==> src/sv/gbr_pkg.sv <==
// Shared types and constants for the clipped glyph row blitter.
// Used by every module of the block; depends on nothing.
`default_nettype none
package gbr_pkg;

  localparam int GlyphSize  = 8;
  localparam int RowBits    = 8;
  localparam int GlyphCols  = (GlyphSize < RowBits) ? GlyphSize : RowBits;
  localparam int CoordLimit = 2048;
  localparam int CfgW       = 12;
  localparam int CoordW     = 12;
  localparam int PixW       = 11;
  localparam int ColorW     = 32;
  localparam int RowIdxW    = 3;
  localparam int ColW       = $clog2(RowBits);
  localparam int XSpan      = 2 * RowBits;
  localparam int XOffW      = $clog2(XSpan);
  localparam int MaskW      = 4 * RowBits;
  localparam int SlotW      = $clog2(MaskW);
  localparam int YBaseW     = CoordW + 2;
  localparam int FifoDepth  = 2;
  localparam int FifoPtrW   = $clog2(FifoDepth);
  localparam int FifoCntW   = $clog2(FifoDepth + 1);

  localparam logic [CfgW-1:0] WidthReset  = CfgW'(640);
  localparam logic [CfgW-1:0] HeightReset = CfgW'(480);

  typedef enum logic [0:0] {
    CfgScreenWidth  = 1'b0,
    CfgScreenHeight = 1'b1
  } cfg_idx_e;

  typedef struct packed {
    logic                     mode;
    logic signed [CoordW-1:0] origin_x;
    logic signed [CoordW-1:0] origin_y;
    logic [RowIdxW-1:0]       row_index;
    logic [RowBits-1:0]       glyph_row_bits;
    logic [ColorW-1:0]        fg_color;
    logic [ColorW-1:0]        bg_color;
  } glyph_in_t;

  typedef struct packed {
    logic [PixW-1:0]   pixel_x;
    logic [PixW-1:0]   pixel_y;
    logic [ColorW-1:0] pixel_color;
    logic              last;
  } pixel_out_t;

  // One classified row: visible-slot mask in emission order plus what the
  // back end needs to rebuild each pixel.
  typedef struct packed {
    logic                     mode;
    logic signed [CoordW-1:0] base_x;
    logic [YBaseW-1:0]        base_y;
    logic [MaskW-1:0]         mask;
    logic [RowBits-1:0]       bits;
    logic [ColorW-1:0]        fg_color;
    logic [ColorW-1:0]        bg_color;
  } job_t;

endpackage
`default_nettype wire

==> src/sv/clipped_glyph_row_blit.sv <==
// A row's first pixel beat passes the queue, the emitter's job and mask
// registers and the registered output stage. The emitter gives one pixel
// beat per cycle unless the output stalls, one per visible pixel of a row
// (0 to 32, at most 8 in 1x mode); fully clipped rows take no emitter time.
// A 2-entry queue takes rows while the emitter is busy. Reset (async, active
// low) empties the queue and output stage and sets the screen to 640 x 480.
`default_nettype none
module clipped_glyph_row_blit (
  input  wire logic                      clk_i,
  input  wire logic                      rst_ni,
  input  wire logic                      cfg_we_i,
  input  wire logic [0:0]                cfg_idx_i,
  input  wire logic [gbr_pkg::CfgW-1:0]  cfg_wdata_i,
  input  wire logic                      in_valid_i,
  output logic                           in_ready_o,
  input  wire gbr_pkg::glyph_in_t        in_item_i,
  output logic                           out_valid_o,
  input  wire logic                      out_ready_i,
  output gbr_pkg::pixel_out_t            out_item_o
);

  logic          q_push, q_full, q_pop, q_avail;
  gbr_pkg::job_t q_wdata, q_rdata;

  gbr_front u_front (
    .clk_i       (clk_i),
    .rst_ni      (rst_ni),
    .cfg_we_i    (cfg_we_i),
    .cfg_idx_i   (cfg_idx_i),
    .cfg_wdata_i (cfg_wdata_i),
    .in_valid_i  (in_valid_i),
    .in_ready_o  (in_ready_o),
    .in_item_i   (in_item_i),
    .q_full_i    (q_full),
    .q_push_o    (q_push),
    .q_data_o    (q_wdata)
  );

  gbr_fifo u_fifo (
    .clk_i       (clk_i),
    .rst_ni      (rst_ni),
    .push_i      (q_push),
    .push_data_i (q_wdata),
    .full_o      (q_full),
    .pop_i       (q_pop),
    .avail_o     (q_avail),
    .pop_data_o  (q_rdata)
  );

  gbr_back u_back (
    .clk_i       (clk_i),
    .rst_ni      (rst_ni),
    .q_avail_i   (q_avail),
    .q_data_i    (q_rdata),
    .q_pop_o     (q_pop),
    .out_valid_o (out_valid_o),
    .out_ready_i (out_ready_i),
    .out_item_o  (out_item_o)
  );

endmodule
`default_nettype wire

==> src/sv/gbr_fifo.sv <==
// Small job queue between the classifier and the pixel emitter.
// Depends on gbr_pkg for the job type and depth.
`default_nettype none
module gbr_fifo (
  input  wire logic          clk_i,
  input  wire logic          rst_ni,
  input  wire logic          push_i,
  input  wire gbr_pkg::job_t push_data_i,
  output logic               full_o,
  input  wire logic          pop_i,
  output logic               avail_o,
  output gbr_pkg::job_t      pop_data_o
);

  gbr_pkg::job_t                   mem_q [gbr_pkg::FifoDepth];
  logic [gbr_pkg::FifoPtrW-1:0]    wr_ptr_q, wr_ptr_d;
  logic [gbr_pkg::FifoPtrW-1:0]    rd_ptr_q, rd_ptr_d;
  logic [gbr_pkg::FifoCntW-1:0]    count_q, count_d;

  assign full_o     = (count_q == gbr_pkg::FifoCntW'(gbr_pkg::FifoDepth));
  assign avail_o    = (count_q != '0);
  assign pop_data_o = mem_q[rd_ptr_q];

  always_comb begin
    wr_ptr_d = wr_ptr_q;
    rd_ptr_d = rd_ptr_q;
    count_d  = count_q;
    if (push_i) begin
      wr_ptr_d = (wr_ptr_q == gbr_pkg::FifoPtrW'(gbr_pkg::FifoDepth - 1)) ? '0
                                                                          : wr_ptr_q + 1'b1;
    end
    if (pop_i) begin
      rd_ptr_d = (rd_ptr_q == gbr_pkg::FifoPtrW'(gbr_pkg::FifoDepth - 1)) ? '0
                                                                          : rd_ptr_q + 1'b1;
    end
    if (push_i && !pop_i) begin
      count_d = count_q + 1'b1;
    end else if (pop_i && !push_i) begin
      count_d = count_q - 1'b1;
    end
  end

  always_ff @(posedge clk_i or negedge rst_ni) begin
    if (!rst_ni) begin
      wr_ptr_q <= '0;
      rd_ptr_q <= '0;
      count_q  <= '0;
    end else begin
      wr_ptr_q <= wr_ptr_d;
      rd_ptr_q <= rd_ptr_d;
      count_q  <= count_d;
    end
  end

  always_ff @(posedge clk_i) begin
    if (push_i) begin
      mem_q[wr_ptr_q] <= push_data_i;
    end
  end

endmodule
`default_nettype wire

==> src/sv/gbr_front.sv <==
// Front end: screen size registers, input handshake and per-row clipping.
// Builds a mask of visible pixel slots; fully clipped rows are dropped here.
// Depends on gbr_pkg.
`default_nettype none
module gbr_front (
  input  wire logic                      clk_i,
  input  wire logic                      rst_ni,
  input  wire logic                      cfg_we_i,
  input  wire logic [0:0]                cfg_idx_i,
  input  wire logic [gbr_pkg::CfgW-1:0]  cfg_wdata_i,
  input  wire logic                      in_valid_i,
  output logic                           in_ready_o,
  input  wire gbr_pkg::glyph_in_t        in_item_i,
  input  wire logic                      q_full_i,
  output logic                           q_push_o,
  output gbr_pkg::job_t                  q_data_o
);

  localparam int CmpW = gbr_pkg::CoordW + 2;

  logic [gbr_pkg::CfgW-1:0]  width_q, height_q;
  logic [gbr_pkg::CfgW-1:0]  width_eff, height_eff;
  logic [CmpW-1:0]           px  [gbr_pkg::XSpan];
  logic [gbr_pkg::XSpan-1:0] xvis;
  logic [CmpW-1:0]           py  [2];
  logic [1:0]                yvis;
  logic [gbr_pkg::YBaseW-1:0] row_off;
  logic [gbr_pkg::YBaseW-1:0] base_y;
  logic [gbr_pkg::MaskW-1:0] mask;
  logic                      row_in_glyph;

  always_ff @(posedge clk_i or negedge rst_ni) begin
    if (!rst_ni) begin
      width_q  <= gbr_pkg::WidthReset;
      height_q <= gbr_pkg::HeightReset;
    end else if (cfg_we_i) begin
      unique case (gbr_pkg::cfg_idx_e'(cfg_idx_i))
        gbr_pkg::CfgScreenWidth:  width_q  <= cfg_wdata_i;
        gbr_pkg::CfgScreenHeight: height_q <= cfg_wdata_i;
      endcase
    end
  end

  assign width_eff  = (width_q > gbr_pkg::CfgW'(gbr_pkg::CoordLimit))
                      ? gbr_pkg::CfgW'(gbr_pkg::CoordLimit) : width_q;
  assign height_eff = (height_q > gbr_pkg::CfgW'(gbr_pkg::CoordLimit))
                      ? gbr_pkg::CfgW'(gbr_pkg::CoordLimit) : height_q;

  // Column k is the pixel offset from origin_x, 0..2*RowBits-1.
  always_comb begin
    for (int k = 0; k < gbr_pkg::XSpan; k++) begin
      px[k]   = CmpW'(in_item_i.origin_x) + CmpW'(k);
      xvis[k] = !px[k][CmpW-1] && (px[k] < CmpW'(width_eff));
    end
  end

  assign row_off = in_item_i.mode ? gbr_pkg::YBaseW'({in_item_i.row_index, 1'b0})
                                  : gbr_pkg::YBaseW'(in_item_i.row_index);
  assign base_y  = gbr_pkg::YBaseW'(in_item_i.origin_y) + row_off;

  always_comb begin
    for (int d = 0; d < 2; d++) begin
      py[d]   = CmpW'(base_y) + CmpW'(d);
      yvis[d] = !py[d][CmpW-1] && (py[d] < CmpW'(height_eff));
    end
  end

  assign row_in_glyph = (32'(in_item_i.row_index) < gbr_pkg::GlyphSize);

  // Slot order: 1x slot j; 2x slot 4j + 2dy + dx.
  always_comb begin
    mask = '0;
    for (int j = 0; j < gbr_pkg::GlyphCols; j++) begin
      if (in_item_i.mode) begin
        for (int dy = 0; dy < 2; dy++) begin
          for (int dx = 0; dx < 2; dx++) begin
            mask[4*j + 2*dy + dx] = yvis[dy] && xvis[2*j + dx];
          end
        end
      end else begin
        mask[j] = yvis[0] && xvis[j];
      end
    end
    if (!row_in_glyph) begin
      mask = '0;
    end
  end

  assign in_ready_o = !q_full_i;
  assign q_push_o   = in_valid_i && !q_full_i && (mask != '0);

  always_comb begin
    q_data_o          = '0;
    q_data_o.mode     = in_item_i.mode;
    q_data_o.base_x   = in_item_i.origin_x;
    q_data_o.base_y   = base_y;
    q_data_o.mask     = mask;
    q_data_o.bits     = in_item_i.glyph_row_bits;
    q_data_o.fg_color = in_item_i.fg_color;
    q_data_o.bg_color = in_item_i.bg_color;
  end

endmodule
`default_nettype wire

==> src/sv/gbr_back.sv <==
// Back end: walks one row's visible-slot mask, one pixel beat a cycle unless
// stalled, into a registered output stage. Loads the next queued row without
// a bubble. Depends on gbr_pkg.
`default_nettype none
module gbr_back (
  input  wire logic          clk_i,
  input  wire logic          rst_ni,
  input  wire logic          q_avail_i,
  input  wire gbr_pkg::job_t q_data_i,
  output logic               q_pop_o,
  output logic               out_valid_o,
  input  wire logic          out_ready_i,
  output gbr_pkg::pixel_out_t out_item_o
);

  gbr_pkg::job_t              job_q;
  logic [gbr_pkg::MaskW-1:0]  mask_q, mask_d;
  logic                       out_valid_q, out_valid_d;
  gbr_pkg::pixel_out_t        out_item_q, out_item_d;

  logic                       adv, active, emit, load;
  logic [gbr_pkg::SlotW-1:0]  slot;
  logic [gbr_pkg::MaskW-1:0]  rest;
  logic [gbr_pkg::ColW-1:0]   col;
  logic                       dx, dy;
  logic [gbr_pkg::XOffW-1:0]  xoff;
  logic [gbr_pkg::CoordW-1:0] xsum;
  logic [gbr_pkg::YBaseW-1:0] ysum;

  assign adv    = !out_valid_q || out_ready_i;
  assign active = (mask_q != '0);
  assign emit   = adv && active;

  // lowest set slot first
  always_comb begin
    slot = '0;
    for (int i = gbr_pkg::MaskW - 1; i >= 0; i--) begin
      if (mask_q[i]) begin
        slot = gbr_pkg::SlotW'(i);
      end
    end
  end

  always_comb begin
    rest       = mask_q;
    rest[slot] = 1'b0;
  end

  assign col  = job_q.mode ? slot[gbr_pkg::ColW+1:2] : slot[gbr_pkg::ColW-1:0];
  assign dx   = job_q.mode && slot[0];
  assign dy   = job_q.mode && slot[1];
  assign xoff = job_q.mode ? gbr_pkg::XOffW'({col, dx}) : gbr_pkg::XOffW'(col);
  assign xsum = job_q.base_x + gbr_pkg::CoordW'(xoff);
  assign ysum = job_q.base_y + gbr_pkg::YBaseW'(dy);

  assign load    = q_avail_i && (!active || (emit && (rest == '0)));
  assign q_pop_o = load;

  always_comb begin
    mask_d = emit ? rest : mask_q;
    if (load) begin
      mask_d = q_data_i.mask;
    end
  end

  always_comb begin
    out_valid_d = out_valid_q;
    out_item_d  = out_item_q;
    if (adv) begin
      out_valid_d             = active;
      out_item_d.pixel_x      = xsum[gbr_pkg::PixW-1:0];
      out_item_d.pixel_y      = ysum[gbr_pkg::PixW-1:0];
      out_item_d.pixel_color  = job_q.bits[gbr_pkg::ColW'(gbr_pkg::RowBits - 1) - col]
                                ? job_q.fg_color : job_q.bg_color;
      out_item_d.last         = (rest == '0);
    end
  end

  always_ff @(posedge clk_i or negedge rst_ni) begin
    if (!rst_ni) begin
      mask_q      <= '0;
      out_valid_q <= 1'b0;
    end else begin
      mask_q      <= mask_d;
      out_valid_q <= out_valid_d;
    end
  end

  always_ff @(posedge clk_i) begin
    if (load) begin
      job_q <= q_data_i;
    end
    out_item_q <= out_item_d;
  end

  assign out_valid_o = out_valid_q;
  assign out_item_o  = out_item_q;

endmodule
`default_nettype wire

==> config.mk <==
export PLATFORM = sky130hd
export DESIGN_NAME = clipped_glyph_row_blit
export DESIGN_NICKNAME = d
export VERILOG_FILES = /design/src/sv/gbr_pkg.sv /design/src/sv/clipped_glyph_row_blit.sv /design/src/sv/gbr_fifo.sv /design/src/sv/gbr_front.sv /design/src/sv/gbr_back.sv
export SDC_FILE = /design/constraint.sdc
export NUM_CORES = 1
export LEC_CHECK = 0
export BUFFER_PORTS_ARGS = -buffer_cell sky130_fd_sc_hd__buf_4
export CORE_MARGIN = 2
export CORE_UTILIZATION = 62
export CTS_CLUSTER_SIZE = 20
export DETAILED_ROUTE_END_ITERATION = 7
export PLACE_DENSITY = 0.81
export SLEW_MARGIN = 0
export SYNTH_ARGS = -nofsm -noshare
export SYNTH_HDL_FRONTEND = slang
export SYNTH_HIERARCHICAL = 1
export SYNTH_SLANG_ARGS = --single-unit
==> constraint.sdc <==
create_clock -name clk_i -period 15.5 [get_ports clk_i]
set_clock_uncertainty 0.1 [all_clocks]
set_input_delay 1.55 -clock clk_i [delete_from_list [all_inputs] [get_ports clk_i]]
set_output_delay 1.55 -clock clk_i [all_outputs]
set_load 0.03 [all_outputs]
After elaboration in Yosys (flattened, before gate mapping)
Memory sizes are Yosys's and may differ from the RTL's.
Index checks and enable logic that the tools add are counted.
{"block": "op_classes", "order_cmp": 23, "n_reduce_logical": 93, "n_eq_ne": 1, "add_sub_neg": 24, "n_mux": 62, "n_bitwise": 3}
{"op": "14-bit by 12-bit less-than comparator with 1-bit output", "count": 18}
{"op": "5-bit two-way mux", "count": 32}
{"op": "12-bit by 5-bit adder with 13-bit output (second input constant)", "count": 8}
{"op": "32-bit two-way mux", "count": 3}
{"op": "32-bit nonzero test", "count": 2}
{"op": "1-bit logical AND", "count": 60}
{"op": "12-bit by 4-bit adder with 13-bit output (second input constant)", "count": 4}
{"op": "32-bit AND", "count": 1}
{"op": "32-bit zero test", "count": 1}
{"op": "4-bit two-way mux", "count": 8}
{"op": "32-bit NOT", "count": 1}
{"op": "12-bit by 3-bit adder with 13-bit output (second input constant)", "count": 2}
{"op": "12-bit > comparator (second input constant)", "count": 2}
{"op": "12-bit two-way mux", "count": 2}
{"op": "1-bit zero test", "count": 23}
{"op": "14-bit by 1-bit adder with 14-bit output (second input constant)", "count": 1}
{"op": "14-bit adder", "count": 1}
{"op": "12-bit by 2-bit adder with 13-bit output (second input constant)", "count": 1}
{"op": "1-bit two-way mux", "count": 12}
{"op": "11-bit by 1-bit adder with 11-bit output", "count": 1}
{"op": "11-bit by 4-bit adder with 11-bit output", "count": 1}
{"op": "5-bit by 6-bit less-than comparator with 1-bit output (second input constant)", "count": 1}
{"op": "2-bit nonzero test", "count": 3}
{"op": "1-bit demux with 5-bit select", "count": 1}
{"op": "other kinds (13)", "count": 17}
{"block": "word_totals", "ram_bits": 262, "output_inout_bits": 57, "elab_cells": 224, "regBits": 211, "in_bits": 118, "n_memories": 1}
{"name": "u_fifo.mem_q", "depth": 2, "width": 131, "read_ports": 1, "rd_ports_with_merged_regs": 0, "wr": 1, "line": "gbr_fifo.sv:15", "rtl": "gbr_pkg::job_t mem_q [gbr_pkg::FifoDepth];"}

Longest topological paths before layout
{"block": "depth", "depth_word": 45, "ltp_mapped": 22, "mapped_depth_nobuf": 21}

Modules after synthesis
The synthesis kept the hierarchy.
{"mod": "gbr_fifo", "n_inst": 1, "area_per_inst_um2": 9973.3, "cells_per_inst": 424, "seq_area_each_um2": 7967.6}
{"mod": "gbr_front", "n_inst": 1, "area_per_inst_um2": 8629.5, "cells_per_inst": 1099, "seq_area_each_um2": 608.1}
{"mod": "gbr_back", "n_inst": 1, "area_per_inst_um2": 8209.1, "cells_per_inst": 611, "seq_area_each_um2": 5330.1}

Worst setup path after synthesis
No wires, ideal clock.
{"block": "synth_timing", "path_kind": "input to register", "start": "input port in_item_i[99] (netlist name)", "end": "memory u_fifo/mem_q[0][0] (netlist name) (enable)", "path_slack_ps": 3722, "arrival_time_ps": 11039, "setup_time_ps": 638, "required_time_ps": 14762, "cell_stages": 18, "path_buffers": 1, "cell_sequence": "clkbuf_1 > mux2_2 > fa_1 > xor2_1 > o2111ai_1 > nor4_2 > nand4_2 > nor3b_1 > xnor2_1 > ha_1 > nand4_1 > nor2_1 > o211ai_1 > nand4b_1 > o21bai_4 > nand2b_4 > a41oi_2 > nor2b_1"}
{"item": "from (decl)", "line": "clipped_glyph_row_blit.sv:16", "rtl": "input wire gbr_pkg::glyph_in_t in_item_i,"}
{"item": "to (decl)", "line": "gbr_fifo.sv:15"}

==> impl_metrics.py <==
metrics = {
    "sta": {
        "fin_crit_ns": 7.57,
        "slew_viol_final": 0,
        "slew_headroom": 0.230,
        "period_share": 0.488,
        "setup_viol": 0,
        "rsz0062_at_grt": "no",
        "fin_setup_tns_ns": 0,
        "fin_ws_ns": 7.93,
        "worst_pin_slew_ns": 1.15,
        "max_freq_ghz": 0.132,
        "final-hold-violation-count": 0,
    },
    "placed_design": {
        "io_buffers": 174,
        "hpwl_um": 44800,
        "place_ws_ns": 7.38,
        "place.gp.congestion": 0.962,
    },
    "run": {
        "cap_violations": 0,
    },
    "route": {
        "met3_length_um": 4700,
        "ant_nets": 0,
        "first_pass_iters": 5,
        "wl_per_cell_um": 23.7,
        "wl_met1_um": 26400,
        "drt_iter0_drc": 1576,
        "topRoutingLayerUsed": "met4",
        "drc": 0,
        "via_per_inst": 6.35,
        "finalWirelength_um": 65700,
        "dr_wl_met2_um": 31900,
        "vias": 17600,
    },
    "clock_network": {
        "cts_hold_buf": 0,
        "cts_buffers": 44,
        "cts_buffer_depth": 3,
        "post_cts_buffers": 0,
        "ctsResizeCount": 0,
        "cts.htree.levels": 2,
        "clock-sinks": 465,
        "clkLatencyLatePin_ns": 0.58,
        "tritoncts": "done",
        "cts_root_buffer": "clkbuf_16",
        "clk_pin_slew_ns": 0.06,
    },
    "critical_path": {
        "cp_cell_sequence": "buf_4 -> mux2_2 -> fa_1 -> a211oi_2 -> nor4b_1 -> xor2_1 -> ha_1 -> a21o_1 -> a211o_1 -> o211ai_1 -> nand4_1 -> o2bb2ai_1 -> o21bai_1 -> a41oi_2 -> nor2b_4 -> buf_4 -> buf_4",
        "critPathMaxStageDelay_ns": 0.92,
        "cp.required_ns": 15.59,
        "crit_start": "in_item_i[99]",
        "worstReg2RegStart": "u_front/width_q[11]$_DFFE_PN0P_",
        "cpMostUsedCell": "buf_4",
        "end_kind": "flop",
        "crit_path_max_fanout": 78,
        "arrival_ns": 7.66,
        "path_class": "in -> reg",
        "crit_slowest_cell": "buf_4",
        "critPathLaunchType": "input pin",
    },
    "die": {
        "pin_count": 175,
        "row_count": 75,
        "die_h_um": 211,
        "dieArea_sq_um": 44400,
        "coreArea_sq_um": 42000,
        "start_util": 0.631,
        "die_x_um": 211,
    },
    "cells_and_area": {
        "fin_util": 0.691,
        "fillers": 2877,
        "drive_gt1_frac": 0.206,
        "diodes": 0,
        "layout_commonest_cell": "edfxtp_1",
        "area_growth_pct": 9.64,
        "final_nets": 2521,
        "seqCellArea_sq_um": 13700,
        "most-common-layout-cells": "edfxtp_1, ha_1, buf_4",
        "multi_input_area_sq_um": 11700,
    },
    "synthesis": {
        "syn_area_sq_um": 26500,
        "yosysWarnings": 6,
        "postSynthCellCount": 2120,
        "avgSynthCellArea_sq_um": 12.5,
        "syn_nets": 2445,
    },
    "power_and_ir_drop": {
        "ir_worst_vdd_uv": 88.2,
        "p_leak_nw": 11.1,
        "powerDensity_nw_per_um2": 141,
    },
    "worst_hold_path": {
        "hold_start": "u_fifo/count_q[1]$_DFFE_PN0P_",
        "min_path_type": "reg -> reg",
    },
    "grt": {
        "grt_pass1_vias": 17900,
        "overflow": 0,
        "grt_usage": 0.294,
        "antenna_found_initial": 0,
        "grt_pass1_wl_um": 100000,
        "grt_max_degree": 79,
    },
    "run_status": {
        "outcome": "finished, final reports clean",
    },
}
where the power goes:
group	switching, mW	internal [mW]	leakage [nW]
Combinational	0.840	0.481	5.95
Clock	0.457	0.626	0.713
Sequential	0.0916	1.60	4.44
registers in the layout, summed over array words and instances (netlist names):
signal              cells
u_back/mask_q          32
u_front/width_q        12
u_back/job_q           95
u_back/out_item_o      55
u_back/out_valid_o      1
u_front/height_q       12
u_fifo/mem_q          254
u_fifo/count_q          2
u_fifo/rd_ptr_q         1
u_fifo/wr_ptr_q         1
worst paths after layout:
check	endpoint	slack [ns]	cells after the start
hold / removal	u_fifo/count_q[1]$_DFFE_PN0P_	0.39	1
setup reg to reg	u_fifo/mem_q[0][30]$_DFFE_PP_	9.33	15
setup / recovery	u_fifo/mem_q[0][30]$_DFFE_PP_	7.93	17
hold reg to reg	u_fifo/count_q[1]$_DFFE_PN0P_	0.39	1
min in group asynchronous	u_back/out_valid_o$_DFFE_PN0P_	0.95	1
max in group asynchronous	u_fifo/rd_ptr_q$_DFFE_PN0P_	13.65	1
critical path, delay by kind of cell:
| family | cells | cell delay [ns] |
|---|---|---|
| muxes | 1 | 0.39 |
| adders and majority gates | 2 | 0.79 |
| xor gates and xnor gates | 1 | 0.47 |
| buffers and inverters | 3 | 1.65 |
| AOI/OAI and AO/OA | 7 | 1.84 |
| and+or+nand+nor | 3 | 0.86 |
final cells by class:
| type | count | area share |
|---|---|---|
| flip-flops and latches | 465 | 0.470 |
| multi-input cells | 1453 | 0.402 |
| repair buffers | 190 | 0.0491 |
| clock buffers | 59 | 0.0419 |
| well taps | 539 | 0.0232 |
| clock inverters | 23 | 0.00857 |
| inverters | 42 | 0.00542 |
per-stage QoR:
stage               instances  total power [mW]  hold WS [ns]  cell area, sq um
finish                   2771              4.10         0.385             29100
global route             2771              4.28         0.429             29100
CTS                      2771              4.10         0.386             29100
detailed placement       2689              3.01         0.376             27600
global placement         2689              2.98         0.365             27600
floorplan                2120              2.63         0.347             26500
per-layer routing:
metal,track usage,vias up
met5,0,-
met4,0.118,0
met3,0.0498,184
met2,0.506,727
met1,0.372,8687
li1,-,7991
Power figures use the tool's default switching activity.
